===== src/rtl/core/stt_pkg.sv =====
// Shared constants, token kinds and result types for the source text tokenizer.
package stt_pkg;

	// Counter widths; the position ports carry the low 16 bits.
	localparam int LINE_BITS   = 16;
	localparam int COLUMN_BITS = 16;
	localparam int POS_BITS    = 16;

	// Result queue between the scan stage and the output port.
	localparam int FIFO_DEPTH = 4;
	localparam int PTR_BITS   = $clog2(FIFO_DEPTH);
	localparam int CNT_BITS   = $clog2(FIFO_DEPTH + 1);

	// Token kinds.
	localparam logic [4:0] K_ID     = 5'd0;
	localparam logic [4:0] K_NUM    = 5'd1;
	localparam logic [4:0] K_STR    = 5'd2;
	localparam logic [4:0] K_POPEN  = 5'd3;
	localparam logic [4:0] K_PCLOSE = 5'd4;
	localparam logic [4:0] K_SOPEN  = 5'd5;
	localparam logic [4:0] K_SCLOSE = 5'd6;
	localparam logic [4:0] K_MINUS  = 5'd7;
	localparam logic [4:0] K_PLUS   = 5'd8;
	localparam logic [4:0] K_MUL    = 5'd9;
	localparam logic [4:0] K_DIV    = 5'd10;
	localparam logic [4:0] K_ARROW  = 5'd11;
	localparam logic [4:0] K_EQEQ   = 5'd12;
	localparam logic [4:0] K_NEQ    = 5'd13;
	localparam logic [4:0] K_NOT    = 5'd14;
	localparam logic [4:0] K_GE     = 5'd15;
	localparam logic [4:0] K_GT     = 5'd16;
	localparam logic [4:0] K_LE     = 5'd17;
	localparam logic [4:0] K_LT     = 5'd18;
	localparam logic [4:0] K_EOF    = 5'd19;

	// Character codes.
	localparam logic [7:0] CH_US     = 8'h5F;
	localparam logic [7:0] CH_DOT    = 8'h2E;
	localparam logic [7:0] CH_HASH   = 8'h23;
	localparam logic [7:0] CH_NL     = 8'h0A;
	localparam logic [7:0] CH_TAB    = 8'h09;
	localparam logic [7:0] CH_QUOTE  = 8'h22;
	localparam logic [7:0] CH_SPACE  = 8'h20;
	localparam logic [7:0] CH_EQ     = 8'h3D;
	localparam logic [7:0] CH_BANG   = 8'h21;
	localparam logic [7:0] CH_GT     = 8'h3E;
	localparam logic [7:0] CH_LT     = 8'h3C;
	localparam logic [7:0] CH_POPEN  = 8'h28;
	localparam logic [7:0] CH_PCLOSE = 8'h29;
	localparam logic [7:0] CH_SOPEN  = 8'h5B;
	localparam logic [7:0] CH_SCLOSE = 8'h5D;
	localparam logic [7:0] CH_MINUS  = 8'h2D;
	localparam logic [7:0] CH_PLUS   = 8'h2B;
	localparam logic [7:0] CH_STAR   = 8'h2A;
	localparam logic [7:0] CH_SLASH  = 8'h2F;
	localparam logic [7:0] CH_UPPER_A = 8'h41;
	localparam logic [7:0] CH_UPPER_Z = 8'h5A;
	localparam logic [7:0] CH_LOWER_A = 8'h61;
	localparam logic [7:0] CH_LOWER_Z = 8'h7A;
	localparam logic [7:0] CH_ZERO   = 8'h30;
	localparam logic [7:0] CH_NINE   = 8'h39;

	// One result word without its position.
	typedef struct packed {
		logic [4:0] kind;
		logic       has;
		logic [7:0] text;
		logic       fin;
	} res_t;

	// One queued result word with the position at emission.
	typedef struct packed {
		res_t                res;
		logic [POS_BITS-1:0] line;
		logic [POS_BITS-1:0] col;
	} entry_t;

	// Closing or single-item token word.
	function automatic res_t op_res(input logic [4:0] kind);
		res_t r;
		r.kind = kind;
		r.has  = 1'b0;
		r.text = 8'h00;
		r.fin  = 1'b1;
		return r;
	endfunction

	// Text word carrying one character.
	function automatic res_t text_res(input logic [4:0] kind, input logic [7:0] b);
		res_t r;
		r.kind = kind;
		r.has  = 1'b1;
		r.text = b;
		r.fin  = 1'b0;
		return r;
	endfunction

	function automatic logic is_alpha(input logic [7:0] b);
		return (b inside {[CH_UPPER_A:CH_UPPER_Z], [CH_LOWER_A:CH_LOWER_Z]}) || (b == CH_US);
	endfunction

	function automatic logic is_digit(input logic [7:0] b);
		return b inside {[CH_ZERO:CH_NINE]};
	endfunction

endpackage


===== src/rtl/core/source_text_tokenizer.sv =====
// Source text tokenizer: scan stage, position counters and output result queue.
//
//  channel | handshake           | payload
//  --------+---------------------+-------------------------------------------------
//  in      | in_valid / in_stall | char_byte, end_of_input
//  out     | out_valid/out_stall | token_kind, has_byte, text_byte, token_end,
//          |                     | line_number, column_number
//
// One input word is accepted per cycle while in_stall is low; the scan stage handles
// it when the queue has room and pushes zero, one or two words into a four-entry queue.
// The output side drains one word per cycle while out_stall is low.
// A word's first result is offered once the scan stage has pushed it into the queue.
// Reset clears the scan mode, both counters and the queue; there is no clearing pass.
// Input stalls only while the queue has fewer than two free entries.
module source_text_tokenizer
	import stt_pkg::*;
(
	input  logic                clk,
	input  logic                arst_n,
	input  logic                in_valid,
	output logic                in_stall,
	input  logic [7:0]          char_byte,
	input  logic                end_of_input,
	output logic                out_valid,
	input  logic                out_stall,
	output logic [4:0]          token_kind,
	output logic                has_byte,
	output logic [7:0]          text_byte,
	output logic                token_end,
	output logic [POS_BITS-1:0] line_number,
	output logic [POS_BITS-1:0] column_number
);

	typedef enum logic [3:0] {
		M_IDLE, M_ID, M_NUM, M_NUMDOT, M_STR, M_COMMENT,
		M_EQ, M_BANG, M_GT, M_LT, M_STOPPED
	} mode_t;

	// Outcome of handling a byte from the idle mode.
	typedef struct packed {
		logic  emit;
		res_t  res;
		mode_t mode;
		logic  cons;
	} idle_t;

	function automatic idle_t idle_step(input logic [7:0] b);
		idle_t o;
		o.emit = 1'b0;
		o.res  = op_res(K_EOF);
		o.mode = M_IDLE;
		o.cons = 1'b1;
		if (is_alpha(b)) begin
			o.emit = 1'b1;
			o.res  = text_res(K_ID, b);
			o.mode = M_ID;
		end else if (is_digit(b)) begin
			o.emit = 1'b1;
			o.res  = text_res(K_NUM, b);
			o.mode = M_NUM;
		end else begin
			case (b)
				CH_SPACE, CH_NL, CH_TAB: o.mode = M_IDLE;
				CH_QUOTE:  o.mode = M_STR;
				CH_HASH:   o.mode = M_COMMENT;
				CH_EQ:     o.mode = M_EQ;
				CH_BANG:   o.mode = M_BANG;
				CH_GT:     o.mode = M_GT;
				CH_LT:     o.mode = M_LT;
				CH_POPEN: begin
					o.emit = 1'b1;
					o.res  = op_res(K_POPEN);
				end
				CH_PCLOSE: begin
					o.emit = 1'b1;
					o.res  = op_res(K_PCLOSE);
				end
				CH_SOPEN: begin
					o.emit = 1'b1;
					o.res  = op_res(K_SOPEN);
				end
				CH_SCLOSE: begin
					o.emit = 1'b1;
					o.res  = op_res(K_SCLOSE);
				end
				CH_MINUS: begin
					o.emit = 1'b1;
					o.res  = op_res(K_MINUS);
				end
				CH_PLUS: begin
					o.emit = 1'b1;
					o.res  = op_res(K_PLUS);
				end
				CH_STAR: begin
					o.emit = 1'b1;
					o.res  = op_res(K_MUL);
				end
				CH_SLASH: begin
					o.emit = 1'b1;
					o.res  = op_res(K_DIV);
				end
				default: begin
					// Unknown byte: end token, stop, and the byte is not counted.
					o.emit = 1'b1;
					o.res  = op_res(K_EOF);
					o.mode = M_STOPPED;
					o.cons = 1'b0;
				end
			endcase
		end
		return o;
	endfunction

	localparam logic [LINE_BITS-1:0]   LINE_MAX = {LINE_BITS{1'b1}};
	localparam logic [COLUMN_BITS-1:0] COL_MAX  = {COLUMN_BITS{1'b1}};

	logic                   valid_s1;
	logic [7:0]             byte_s1;
	logic                   eoi_s1;
	mode_t                  mode_q;
	mode_t                  mode_d;
	logic [LINE_BITS-1:0]   line_q;
	logic [COLUMN_BITS-1:0] col_q;
	entry_t                 fifo_q [FIFO_DEPTH];
	logic [PTR_BITS-1:0]    wr_q;
	logic [PTR_BITS-1:0]    rd_q;
	logic [CNT_BITS-1:0]    count_q;
	logic                   fire_s1;
	logic                   pop;
	logic                   cons;
	logic                   v0;
	logic                   v1;
	res_t                   r0;
	res_t                   r1;
	idle_t                  ib;
	entry_t                 e0;
	entry_t                 e1;
	entry_t                 head;
	logic [1:0]             push_n;

	// The scan stage fires when the queue can take two more words.
	assign fire_s1  = valid_s1 && (count_q <= CNT_BITS'(FIFO_DEPTH - 2));
	assign in_stall = valid_s1 && !fire_s1;

	// Input register.
	always_ff @(posedge clk or negedge arst_n) begin
		if (!arst_n) begin
			valid_s1 <= 1'b0;
		end else if (in_valid && !in_stall) begin
			valid_s1 <= 1'b1;
		end else if (fire_s1) begin
			valid_s1 <= 1'b0;
		end
	end

	always_ff @(posedge clk) begin
		if (in_valid && !in_stall) begin
			byte_s1 <= char_byte;
			eoi_s1  <= end_of_input;
		end
	end

	// Scan logic: next mode, whether the byte is counted, and up to two result words.
	always_comb begin
		r0     = op_res(K_EOF);
		r1     = op_res(K_EOF);
		v0     = 1'b0;
		v1     = 1'b0;
		mode_d = mode_q;
		cons   = 1'b0;
		ib     = idle_step(byte_s1);
		if (eoi_s1) begin
			// Flush a pending token, then the end token unless stopped.
			mode_d = M_IDLE;
			case (mode_q)
				M_ID: begin
					v0 = 1'b1;
					r0 = op_res(K_ID);
				end
				M_NUM, M_NUMDOT: begin
					v0 = 1'b1;
					r0 = op_res(K_NUM);
				end
				M_STR: begin
					v0 = 1'b1;
					r0 = op_res(K_STR);
				end
				M_BANG: begin
					v0 = 1'b1;
					r0 = op_res(K_NOT);
				end
				M_GT: begin
					v0 = 1'b1;
					r0 = op_res(K_GT);
				end
				M_LT: begin
					v0 = 1'b1;
					r0 = op_res(K_LT);
				end
				default: v0 = 1'b0;
			endcase
			if (mode_q != M_STOPPED) begin
				if (v0) begin
					v1 = 1'b1;
					r1 = op_res(K_EOF);
				end else begin
					v0 = 1'b1;
					r0 = op_res(K_EOF);
				end
			end
		end else begin
			case (mode_q)
				M_ID: begin
					if (is_alpha(byte_s1)) begin
						v0   = 1'b1;
						r0   = text_res(K_ID, byte_s1);
						cons = 1'b1;
					end else begin
						v0     = 1'b1;
						r0     = op_res(K_ID);
						v1     = ib.emit;
						r1     = ib.res;
						mode_d = ib.mode;
						cons   = ib.cons;
					end
				end
				M_NUM, M_NUMDOT: begin
					if (is_digit(byte_s1) || (mode_q == M_NUM && byte_s1 == CH_DOT)) begin
						v0   = 1'b1;
						r0   = text_res(K_NUM, byte_s1);
						cons = 1'b1;
						if (byte_s1 == CH_DOT) begin
							mode_d = M_NUMDOT;
						end
					end else begin
						v0     = 1'b1;
						r0     = op_res(K_NUM);
						v1     = ib.emit;
						r1     = ib.res;
						mode_d = ib.mode;
						cons   = ib.cons;
					end
				end
				M_STR: begin
					v0   = 1'b1;
					cons = 1'b1;
					if (byte_s1 == CH_QUOTE) begin
						r0     = op_res(K_STR);
						mode_d = M_IDLE;
					end else begin
						r0 = text_res(K_STR, byte_s1);
					end
				end
				M_COMMENT: begin
					cons = 1'b1;
					if (byte_s1 == CH_NL || byte_s1 == CH_HASH) begin
						mode_d = M_IDLE;
					end
				end
				M_EQ: begin
					if (byte_s1 == CH_GT || byte_s1 == CH_EQ) begin
						v0     = 1'b1;
						r0     = op_res((byte_s1 == CH_GT) ? K_ARROW : K_EQEQ);
						mode_d = M_IDLE;
						cons   = 1'b1;
					end else begin
						v0     = ib.emit;
						r0     = ib.res;
						mode_d = ib.mode;
						cons   = ib.cons;
					end
				end
				M_BANG, M_GT, M_LT: begin
					v0 = 1'b1;
					if (byte_s1 == CH_EQ) begin
						r0     = op_res((mode_q == M_BANG) ? K_NEQ :
						                ((mode_q == M_GT) ? K_GE : K_LE));
						mode_d = M_IDLE;
						cons   = 1'b1;
					end else begin
						r0     = op_res((mode_q == M_BANG) ? K_NOT :
						                ((mode_q == M_GT) ? K_GT : K_LT));
						v1     = ib.emit;
						r1     = ib.res;
						mode_d = ib.mode;
						cons   = ib.cons;
					end
				end
				M_STOPPED: mode_d = M_STOPPED;
				default: begin
					v0     = ib.emit;
					r0     = ib.res;
					mode_d = ib.mode;
					cons   = ib.cons;
				end
			endcase
		end
	end

	// Both words of one input carry the position before the byte is counted.
	always_comb begin
		e0.res  = r0;
		e0.line = POS_BITS'(line_q);
		e0.col  = POS_BITS'(col_q);
		e1.res  = r1;
		e1.line = POS_BITS'(line_q);
		e1.col  = POS_BITS'(col_q);
		push_n  = fire_s1 ? ({1'b0, v0} + {1'b0, v1}) : 2'd0;
	end

	// Scan mode and position counters.
	always_ff @(posedge clk or negedge arst_n) begin
		if (!arst_n) begin
			mode_q <= M_IDLE;
			line_q <= '0;
			col_q  <= '0;
		end else if (fire_s1) begin
			if (eoi_s1) begin
				mode_q <= M_IDLE;
				line_q <= '0;
				col_q  <= '0;
			end else begin
				mode_q <= mode_d;
				if (cons) begin
					if (byte_s1 == CH_NL) begin
						if (line_q != LINE_MAX) begin
							line_q <= line_q + LINE_BITS'(1);
						end
						col_q <= '0;
					end else if (col_q != COL_MAX) begin
						col_q <= col_q + COLUMN_BITS'(1);
					end
				end
			end
		end
	end

	// Result queue storage.
	always_ff @(posedge clk) begin
		if (fire_s1 && v0) begin
			fifo_q[wr_q] <= e0;
		end
		if (fire_s1 && v1) begin
			fifo_q[wr_q + PTR_BITS'(1)] <= e1;
		end
	end

	assign out_valid = (count_q != '0);
	assign pop       = out_valid && !out_stall;

	// Result queue pointers and fill count.
	always_ff @(posedge clk or negedge arst_n) begin
		if (!arst_n) begin
			wr_q    <= '0;
			rd_q    <= '0;
			count_q <= '0;
		end else begin
			wr_q    <= wr_q + PTR_BITS'(push_n);
			rd_q    <= rd_q + PTR_BITS'(pop);
			count_q <= count_q + CNT_BITS'(push_n) - CNT_BITS'(pop);
		end
	end

	assign head          = fifo_q[rd_q];
	assign token_kind    = head.res.kind;
	assign has_byte      = head.res.has;
	assign text_byte     = head.res.text;
	assign token_end     = head.res.fin;
	assign line_number   = head.line;
	assign column_number = head.col;

	// The queue never holds more words than it has entries.
	assert property (@(posedge clk) disable iff (!arst_n)
		count_q <= CNT_BITS'(FIFO_DEPTH))
	else $error("result queue overflow");

	// Input is held back only while a word waits in the scan stage.
	assert property (@(posedge clk) disable iff (!arst_n)
		in_stall |-> valid_s1)
	else $error("stall without a pending word");

	// A stopped scanner emits nothing for ordinary bytes.
	assert property (@(posedge clk) disable iff (!arst_n)
		(fire_s1 && !eoi_s1 && mode_q == M_STOPPED) |-> (push_n == 2'd0))
	else $error("result emitted while stopped");

	// End of input returns the scanner and counters to their reset state.
	assert property (@(posedge clk) disable iff (!arst_n)
		(fire_s1 && eoi_s1) |=> (mode_q == M_IDLE && line_q == '0 && col_q == '0))
	else $error("state not cleared after end of input");

endmodule

===== config.mk =====
export PLATFORM = sky130hd
export DESIGN_NAME = source_text_tokenizer
export DESIGN_NICKNAME = d
export VERILOG_FILES = /design/src/rtl/core/stt_pkg.sv /design/src/rtl/core/source_text_tokenizer.sv
export SDC_FILE = /design/constraint.sdc
export NUM_CORES = 1
export LEC_CHECK = 0
export BUFFER_PORTS_ARGS = -buffer_cell sky130_fd_sc_hd__buf_2
export CORE_MARGIN = 1
export CORE_UTILIZATION = 40
export CTS_BUF_LIST = sky130_fd_sc_hd__clkbuf_4
export DETAILED_ROUTE_END_ITERATION = 8
export PLACE_DENSITY_LB_ADDON = 0.25
export SYNTH_ARGS = -nofsm -noshare
export SYNTH_HDL_FRONTEND = slang
export SYNTH_SLANG_ARGS = --single-unit

===== constraint.sdc =====
create_clock -name clk -period 13.6 [get_ports clk]
set_input_delay 0.68 -clock clk [delete_from_list [all_inputs] [get_ports clk]]
set_output_delay 0.68 -clock clk [all_outputs]
set_load 0.1 [all_outputs]

== After elaboration in Yosys (flattened, before gate mapping) ==
Memory sizes are Yosys's and may differ from the RTL's.
Cells that the tools add are included.

* Register bits: 53
* Output and inout port bits: 49
* Bits of input ports: 13
* Memory bits (read-only): 0
* Memories: 1
* RAM bits: 188
* Word-level logic and storage cells: 166
* Bits in latches: 0

{| class="wikitable"
|+ Memory list
! memory !! words !! bits a word !! read ports !! clocked after memory_dff !! write ports !! line !! text
|-
| fifo_q || 4 || 47 || 1 || 0 || 2 || source_text_tokenizer.sv:124 || <nowiki>entry_t fifo_q [FIFO_DEPTH];</nowiki>
|}

* Shift-type cells: 0
* $mul: 0
* Reduce and logical (&&, ||, !) cells: 35
* Bitwise logic cells: 0
* Magnitude comparators: 7
* Equality and inequality tests: 36
* Div/mod/pow operators: 0
* Multiplexer cells: 70
* Add/sub/neg operators: 8

{| class="wikitable"
|+ Operators with widths
! operator !! count
|-
| $pmux W15 S6 || 2
|-
| $pmux W16 S9 || 1
|-
| $mux W15 || 9
|-
| $mux W16 || 8
|-
| $eq A8 B6 Y1 const B || 14
|-
| $pmux W4 S7 || 2
|-
| $pmux W15 S3 || 1
|-
| $mux W20 || 2
|-
| $add A16 B1 Y16 const B || 2
|-
| $mux W4 || 8
|-
| $ne A16 B16 Y1 const B || 2
|-
| $mux W10 || 3
|-
| $mux W1 || 25
|-
| $eq A8 B7 Y1 const B || 3
|-
| $reduce_or A17 Y1 || 1
|-
| $eq A4 B3 Y1 const B || 4
|-
| $eq A8 B4 Y1 const B || 2
|-
| $ge A8 B7 Y1 const B || 2
|-
| $le A8 B7 Y1 const B || 2
|-
| $mux W5 || 3
|-
| $eq A4 B4 Y1 const B || 3
|-
| $reduce_or A11 Y1 || 1
|-
| $logic_and A1 B1 Y1 || 10
|-
| $reduce_bool A2 Y1 || 5
|-
| 27 further kinds || 41
|}

== Depth between registers and ports, before layout ==
Gate-level depths: netlist of run 1.

* Depth after elaboration: 12
* Mapped depth: 15
* Mapped depth without buffers: 13

== Least setup slack after synthesis of run 1 ==
No wires, ideal clock.

* Path type: reg2reg
* Start: register byte_s1[3]
* End: memory fifo_q[1][0] in the netlist's numbering (enable)
* Clock period less this slack: 5.702 ns
* Setup time: 0.510 ns
* Data required time: 13.090 ns
* Cell stages (with the launch flop): 8
* Setup slack: 7.898 ns
* Path buffers: 0
* Data arrival time: 5.192 ns
* Cells stage by stage: edfxtp_1 -> or4_1 -> o22a_1 -> a211oi_2 -> o21bai_1 -> o21ai_1 -> mux2i_1 -> nor3_1

{| class="wikitable"
|+ RTL lines
! element !! line !! text
|-
| start: declaration || source_text_tokenizer.sv:118 || <nowiki>logic [7:0] byte_s1;</nowiki>
|-
| start signal: assignment || source_text_tokenizer.sv:158 || <nowiki>byte_s1 <= char_byte;</nowiki>
|-
| end: declaration || source_text_tokenizer.sv:124 ||
|}

==> results.yml, run 1 <==
worst_setup_path:
  critPathSlowestCell: "edfxtp_1"
  r2r_end: "fifo_q[2][15]$_DFFE_PP_"
  path_cells: "or4_1, o22a_1, a211oi_2, o21bai_1, o21ai_1, nand3_1, nand2_2, buf_4"
  endpoint_kind: "flip-flop"
  worstPathArrival_ns: 4.42
  cp_max_fo: 25
  ff2ff_path_depth: 8
  cp.required_ns: 13.94
  reg2reg_slack_ns: 9.52
  crit_path_start_kind: "flip-flop"
  cpPeakStageDelay_ns: 0.65
  path_class: "reg2reg"
  r2r_start: "byte_s1[1]$_DFFE_PP_"
grt:
  grt_pass1_vias: 7612
  grt_start_max_net_pins: 59
  grt_overflow: 0
  antenna_found_initial: 1
  track_usage: 0.189
  grt_first_pass_wirelength_um: 42500
clock_network:
  cts.sinks: 241
  cts_hold_buf: 0
  postCtsSetupBuffers: 0
  clkTransAtPathRegs_ns: 0.07
  clkLatencyLatePin_ns: 0.71
  ctsResizeCount: 0
  htree_levels: 2
  root_buffer: "clkbuf_4"
  cts_tree: "built"
  numCtsBuffers: 61
  cts_max_path_buffers: 3
drt:
  vias: 7703
  viasPerCell: 5.56
  wl_um: 26800
  avgRoutedWirePerCell_um: 19.4
  drt-pass1-iter-count: 7
  drt_iter0_drc: 720
  drc: 0
  ant_nets: 0
final_layout:
  drive_gt1_frac: 0.250
  syn2layout_area_growth_pct: 13.2
  final_cell_mix: "edfxtp_1, clkbuf_4, nand2_1"
  final_util: 0.466
  final_common_cell: "edfxtp_1"
  num-nets-final: 975
floorplan:
  dieArea_sq_um: 29600
  core-area_sq_um: 28100
  initial_core_util: 0.412
  die_h_um: 172
  die_w_um: 172
  num_rows: 61
  ios: 62
timing:
  rsz0062_at_grt: "no"
  finalCritPeriodShare: 0.300
  fin_skew_ns: 0.0599
  slew_headroom: 0.216
  setup_tns_ns: 0
  max_clock_freq_mhz: 245
  setup_viol: 0
  slew_viol_final: 0
  min_period_ns: 4.08
  hold_viol_final: 0
  worstMarginPinSlew_ns: 1.17
synthesis:
  async_reset_ff_frac: 0.183
  synth_area_per_cell_sq_um: 13.3
  synth_cells: 868
  yosys_warnings: 0
  synthDistinctLibCells: 77
  ys_seq_area_frac: 0.606
  syn_nets: 890
  ys_seq_elements: 241
  synth_flop_cell: "edfxtp_1"
  synth_edf_count: 197
  syn_area_sq_um: 11600
place:
  hpwlAfterDp_um: 17100
  portBuffers: 61
  globalplace.congestion: 0.887
status:
  status: "finished, final reports clean"
hold_path:
  worstHoldPathType: "in2async"
flow_run:
  maxCapViolations: 0
## synth_stat cells (all sizes together) (16+ instances only)
master / number / area [sq um]
nand2: 69 / 259
a21oi: 30 / 150
nand3: 29 / 145
mux4: 47 / 1060
buf: 18 / 80.1
clkbuf: 32 / 120
edfxtp: 197 / 5920
mux2i: 21 / 210
nor2: 56 / 210
inv: 16 / 60.1
dfrtp: 44 / 1100
nor2b: 25 / 161
and2: 28 / 175
o21ai: 51 / 255
## layer usage
layer / global-route usage / vias to the layer above / share of wire
met3: 0.0375 / 48 / 0.055
met2: 0.299 / 241 / 0.48
li1: - / 3605 / -
met5: 0 / - / 0
met4: 0.0739 / 0 / 0.022
met1: 0.255 / 3809 / 0.44
## state kept, by name (all words and copies together) (netlist names)
signal / count
eoi_s1: 1
col_q: 16
count_q: 3
mode_q: 4
wr_q: 2
fifo_q: 188
line_q: 16
rd_q: 2
byte_s1: 8
valid_s1: 1
## layout make-up
class / instances / area, sq um
diodes: 1 / 2.50
clock buffers: 98 / 736
clock inverters: 18 / 110
fillers: 2605 / 15000
inverters: 16 / 60.1
multi-input cells: 561 / 4310
flip-flops and latches: 241 / 7020
well taps: 378 / 473
repair buffers: 72 / 388
## per-stage QoR
stage	setup slack [ns]	area (sq um)	std cells	hold slack, ns
floorplan	7.90	11600	868	0.384
global placement	9.66	12300	1268	0.512
detailed placement	9.51	12300	1268	0.514
CTS	9.50	13100	1384	0.0569
global route	9.19	13100	1385	0.0817
finish	9.52	13100	1385	0.101
## worst max-delay path by stage
stage | startpoint | depth (start not counted) | to | slack (ns)
final | byte_s1[1]$_DFFE_PP_ | 8 | fifo_q[2][15]$_DFFE_PP_ | 9.52
after global routing | byte_s1[1]$_DFFE_PP_ | 8 | fifo_q[2][15]$_DFFE_PP_ | 9.19
after CTS | byte_s1[1]$_DFFE_PP_ | 8 | fifo_q[2][15]$_DFFE_PP_ | 9.50
after detailed placement | byte_s1[1]$_DFFE_PP_ | 8 | fifo_q[2][19]$_DFFE_PP_ | 9.51
after global placement | byte_s1[1]$_DFFE_PP_ | 8 | fifo_q[2][19]$_DFFE_PP_ | 9.66
after floorplan | byte_s1[3]$_DFFE_PP_ | 7 | fifo_q[1][0]$_DFFE_PP_ | 7.90
## critical path: cells and delay by family (launching register included)
| kind | cells | cell delay (ns) |
|---|---|---|
| buffers and inverters | 1 | 0.47 |
| AOI/OAI and AO/OA | 4 | 1.02 |
| and+or+nand+nor | 3 | 1.62 |
| DFF | 1 | 0.65 |
## logic make-up after synthesis
logic type                 share of synthesized area
muxes                                          0.111
AOI/OAI and AO/OA                              0.105
buffers and inverters                         0.0225
DFF                                            0.606
xor gates and xnor gates                     0.00606
and+or+nand+nor                                0.139
adders and majority gates                     0.0104
Power of run 1 is not shown: default switching activity piles up to over one toggle a cycle in this logic, so the estimate is an artifact.
==> run 2: changes to the inputs <==
==> constraint.sdc (replaced) <==
create_clock -name clk -period 4.05 [get_ports clk]
set_input_delay 0.2025 -clock clk [delete_from_list [all_inputs] [get_ports clk]]
set_output_delay 0.2025 -clock clk [all_outputs]
set_load 0.1 [all_outputs]
==> run 2 against run 1 <==
Final area grew 1.9%. Die area is the same. Critical endpoint is now count_q[2]$_DFF_PN0_. Clock skew shrank 0.025 ns. Via count is essentially flat. Non-clock buffer count grew 32. Worst hold slack gained 0.054 ns.
==> results.yml, run 2 (synthesized netlist as in run 1, its figures left out) <==
status:
  status: "finished, final reports clean"
clock_network:
  cts_tree: "built"
  clkLatencyLatePin_ns: 0.70
  clkTransAtPathRegs_ns: 0.06
  root_buffer: "clkbuf_4"
  cts_max_path_buffers: 3
  cts.sinks: 241
  htree_levels: 2
  numCtsBuffers: 59
hold_path:
  worstHoldPathType: "in2async"
floorplan:
  dieArea_sq_um: 29600
  die_h_um: 172
  ios: 62
  core-area_sq_um: 28100
  initial_core_util: 0.412
  num_rows: 61
  die_w_um: 172
timing:
  setup_ws_ns: 0.407
  finalCritPeriodShare: 0.899
  hold_viol_final: 0
  fin_skew_ns: 0.0345
  setup_tns_ns: 0
  slew_viol_final: 0
  max_clock_freq_mhz: 275
  setup_viol: 0
  worstMarginPinSlew_ns: 0.916
  rsz0062_at_grt: "no"
  slew_headroom: 0.387
  min_period_ns: 3.64
worst_setup_path:
  worstPathArrival_ns: 4.24
  endpoint_kind: "flip-flop"
  path_delay_family: "compound AO/OA/AOI/OAI gates"
  critPathSlowestCell: "edfxtp_1"
  cp.required_ns: 4.65
  cp_num_buf_inv: 1
  crit_path_start_kind: "flip-flop"
  worst_path_most_repeated_cell: "ha_1"
  cp_max_fo: 20
  cpPeakStageDelay_ns: 0.65
  path_class: "reg2reg"
  path_cells: "o21ai_0, a32o_1, o21bai_1, o21bai_1, o21ai_1, ha_1, nand2_1, ha_1, inv_1, ha_1, fa_1, xnor2_1, xnor2_1"
grt:
  antenna_found_initial: 1
  grt_overflow: 0
  grt_start_max_net_pins: 48
  grt_first_pass_wirelength_um: 42000
  grt_pass1_vias: 7580
  track_usage: 0.186
drt:
  wl_um: 26600
  avgRoutedWirePerCell_um: 18.8
  vias: 7705
  drc: 0
  drt_iter0_drc: 599
  ant_nets: 0
  viasPerCell: 5.46
  drt-pass1-iter-count: 5
final_layout:
  largest_register: "fifo_q"
  drive_gt1_frac: 0.258
  syn2layout_area_growth_pct: 15.4
  final_common_cell: "edfxtp_1"
  final_util: 0.475
  reg_top3: "fifo_q: 188 flops, col_q: 16 flops, line_q: 16 flops"
  final_cell_mix: "edfxtp_1, clkbuf_4, nand2_1"
  num-nets-final: 1005
  largest_reg_flops: 188
  fillCellCount: 2535
  final_area_sq_um: 13400
place:
  hpwlAfterDp_um: 17500
  place_ws_ns: 0.407
  portBuffers: 61
  globalplace.congestion: 0.901
  placed_area_sq_um: 12400
flow_run:
  maxCapViolations: 0
-- run 2: final cells by class --
| type | instances | area (sq um) | area share |
|---|---|---|---|
| multi-input cells | 561 | 4320 | 0.323 |
| diodes | 1 | 2.50 | 0.000187 |
| inverters | 16 | 60.1 | 0.00450 |
| clock buffers | 94 | 706 | 0.0529 |
| well taps | 378 | 473 | 0.0354 |
| clock inverters | 17 | 77.6 | 0.00581 |
| repair buffers | 104 | 696 | 0.0521 |
| flip-flops and latches | 241 | 7020 | 0.526 |
-- run 2: tightest hold or removal path, delay by kind of cell --
kind / cells / cell delay, ns
buffers and inverters: 3 / 1.11
-- run 2: what timing repair did --
item / 4_1_cts / 5_1_grt
gates resized for setup: 0 / 0
hold buffers: 12 / 0
setup buffers: 0 / 0
hold endpoints to repair: 56 / 0
endpoints found under the setup margin: 0 / 0
-- run 2: through the flow --
| step | hold WS (ns) | instances |
|---|---|---|
| final | 0.154 | 1412 |
| after global routing | 0.168 | 1412 |
| after CTS | 0.129 | 1411 |
| after detailed placement | 0.351 | 1288 |
| after global placement | 0.352 | 1288 |
| after floorplan | -0.0931 | 868 |
-- run 2: path summary, 6_finish.rpt --
kind,from,to,slack (ns),cells after the start
setup / recovery,byte_s1[1]$_DFFE_PP_,count_q[2]$_DFF_PN0_,0.41,13
hold / removal,arst_n,count_q[2]$_DFF_PN0_,0.15,3
setup reg to reg,byte_s1[1]$_DFFE_PP_,count_q[2]$_DFF_PN0_,0.41,13
hold reg to reg,count_q[2]$_DFF_PN0_,count_q[2]$_DFF_PN0_,0.53,1
max in group asynchronous,arst_n,rd_q[0]$_DFF_PN0_,3.42,3
min in group clk,char_byte[5],byte_s1[5]$_DFFE_PP_,0.24,2
-- run 2: per-layer routing --
metal	GRT usage	wire length, um	vias to the layer above
met5	0	0	-
met1	0.249	11800	3762
met2	0.296	12600	229
met4	0.0785	852	0
li1	-	-	3658
met3	0.0336	1310	56
Power of run 2 is left out for the same reason.
==> run 3: changes to the inputs <==
--- a/config.mk
+++ b/config.mk
@@ -10,7 +10,8 @@
 export CORE_UTILIZATION = 40
 export CTS_BUF_LIST = sky130_fd_sc_hd__clkbuf_4
 export DETAILED_ROUTE_END_ITERATION = 8
-export PLACE_DENSITY_LB_ADDON = 0.25
+export PLACE_DENSITY_LB_ADDON = 0.2
+export RECOVER_POWER = 25
 export SYNTH_ARGS = -nofsm -noshare
 export SYNTH_HDL_FRONTEND = slang
 export SYNTH_SLANG_ARGS = --single-unit
==> run 3 against run 2 <==
Critical path depth is the same. Flip-flop and latch count is the same. Maximum frequency shrank 0.65%. Final cell count grew 0.78%. The flow now finishes with violations (max-capacitance violations, max-slew violations). Worst hold slack gained 0.077 ns.
==> results.yml, run 3 (synthesized netlist as in run 1, its figures left out) <==
final_layout:
  num-nets-final: 1014
  final_common_cell: "edfxtp_1"
  fillCellCount: 2556
  syn2layout_area_growth_pct: 16.2
  stdcell_count: 1423
  reg_top3: "fifo_q: 188 flops, col_q: 16 flops, line_q: 16 flops"
  drive_gt1_frac: 0.264
  largest_reg_flops: 188
  final_area_sq_um: 13400
  largest_register: "fifo_q"
  final_cell_mix: "edfxtp_1, clkbuf_4, nand2_1"
drt:
  viasPerCell: 5.53
  wl_um: 27500
  drt-pass1-iter-count: 5
  avgRoutedWirePerCell_um: 19.3
  drc: 0
  drt_iter0_drc: 631
  ant_nets: 0
  vias: 7863
worst_setup_path:
  crit_path_start_kind: "flip-flop"
  r2r_start: "byte_s1[6]$_DFFE_PP_"
  cp.required_ns: 4.65
  path_class: "reg2reg"
  r2r_end: "count_q[2]$_DFF_PN0_"
  cp_max_fo: 13
  endpoint_kind: "flip-flop"
  ff2ff_path_depth: 13
  worstPathArrival_ns: 4.27
  reg2reg_slack_ns: 0.38
place:
  globalplace.congestion: 0.959
  portBuffers: 61
  placed_area_sq_um: 12500
  hpwlAfterDp_um: 18100
  dpl.cell_count: 1295
floorplan:
  die_w_um: 172
  num_rows: 61
  initial_core_util: 0.412
  core-area_sq_um: 28100
  ios: 62
  dieArea_sq_um: 29600
  die_h_um: 172
clock_network:
  root_buffer: "clkbuf_4"
  numCtsBuffers: 60
  cts_tree: "built"
  postCtsSetupBuffers: 0
  clkLatencyLatePin_ns: 0.68
  cts_max_path_buffers: 3
  cts.sinks: 241
  htree_levels: 2
  clkTransAtPathRegs_ns: 0.06
timing:
  hold_viol_final: 0
  min_period_ns: 3.67
  max_clock_freq_mhz: 273
  slew_headroom: -0.416
  rsz0062_at_grt: "no"
  fin_skew_ns: 0.0391
  worstMarginPinSlew_ns: 2.12
  setup_viol: 0
  slew_viol_final: 36
  finalCritPeriodShare: 0.905
  setup_tns_ns: 0
hold_path:
  whs_endpoint: "byte_s1[5]$_DFFE_PP_"
  min_from: "char_byte[5]"
  hold_depth: 2
  worstHoldPathType: "in2reg"
grt:
  grt_pass1_vias: 7746
  track_usage: 0.192
  grt_start_max_net_pins: 48
  antenna_found_initial: 1
  grt_overflow: 0
  grt_first_pass_wirelength_um: 43400
status:
  status: "complete, but fails checks"
  violations: "max-capacitance violations, max-slew violations"
flow_run:
  maxCapViolations: 1
[run 3: changes by cell type in the layout (fill, tap and decap cells not counted), sizes merged]
| cell | previous run | this run |
|---|---|---|
| buf | 92 | 95 |
| diode | 1 | 2 |
| dlygate4sd3 | 12 | 13 |
| clkinv | 14 | 10 |
| clkbuf | 94 | 104 |
[run 3: per-layer routing]
layer	up-vias	wire length, um	global-route usage	part of all wire
met5	-	0	0	0
met4	0	773	0.0766	0.028
met3	56	1170	0.0348	0.043
met2	221	13100	0.306	0.48
met1	3896	12400	0.260	0.45
li1	3690	-	-	-
[run 3: through the flow]
step / hold WS (ns) / setup slack (ns) / utilization
finish: 0.232 / 0.384 / 0.479
global route: 0.178 / 0.217 / 0.479
CTS: 0.168 / 0.404 / 0.479
detailed placement: 0.138 / 0.412 / 0.445
global placement: 0.136 / 0.517 / 0.445
floorplan: -0.0931 / 0.351 / -
[run 3: worst max path at each step]
stage                                     from                     end  slack (ns)  depth (start not counted)
after global placement    byte_s1[6]$_DFFE_PP_    count_q[2]$_DFF_PN0_        0.52                         13
final                     byte_s1[6]$_DFFE_PP_    count_q[2]$_DFF_PN0_        0.38                         13
after floorplan           byte_s1[3]$_DFFE_PP_  fifo_q[3][0]$_DFFE_PP_        0.35                          7
after global routing      byte_s1[6]$_DFFE_PP_    count_q[2]$_DFF_PN0_        0.22                         13
after CTS                 byte_s1[6]$_DFFE_PP_    count_q[2]$_DFF_PN0_        0.40                         13
after detailed placement  byte_s1[6]$_DFFE_PP_    count_q[2]$_DFF_PN0_        0.41                         13
[run 3: final cells by class]
type,instances,area [sq um],share of cell area
flip-flops and latches,241,7020,0.522
inverters,16,60.1,0.00447
repair buffers,112,763,0.0568
well taps,378,473,0.0352
diodes,2,5.00,0.000372
clock buffers,100,751,0.0558
multi-input cells,561,4320,0.321
clock inverters,13,58.8,0.00437
[run 3: worst max-delay path, stage by stage, from the launching register on]
cell and delay [ns]:
edfxtp_1 0.59, and4bb_1 0.50, and2_1 0.26, a21oi_1 0.09
o31a_1 0.28, o22ai_1 0.36, ha_1 0.22, nand2_1 0.07
ha_1 0.28, inv_1 0.04, ha_1 0.18, fa_1 0.37
xnor2_1 0.21, xnor2_1 0.14
[run 3: timing repair]
item / CTS / global route
endpoints found under the hold margin: 56 / 0
gates resized for setup: 0 / 0
hold buffers: 13 / 0
Power of run 3 is left out for the same reason.
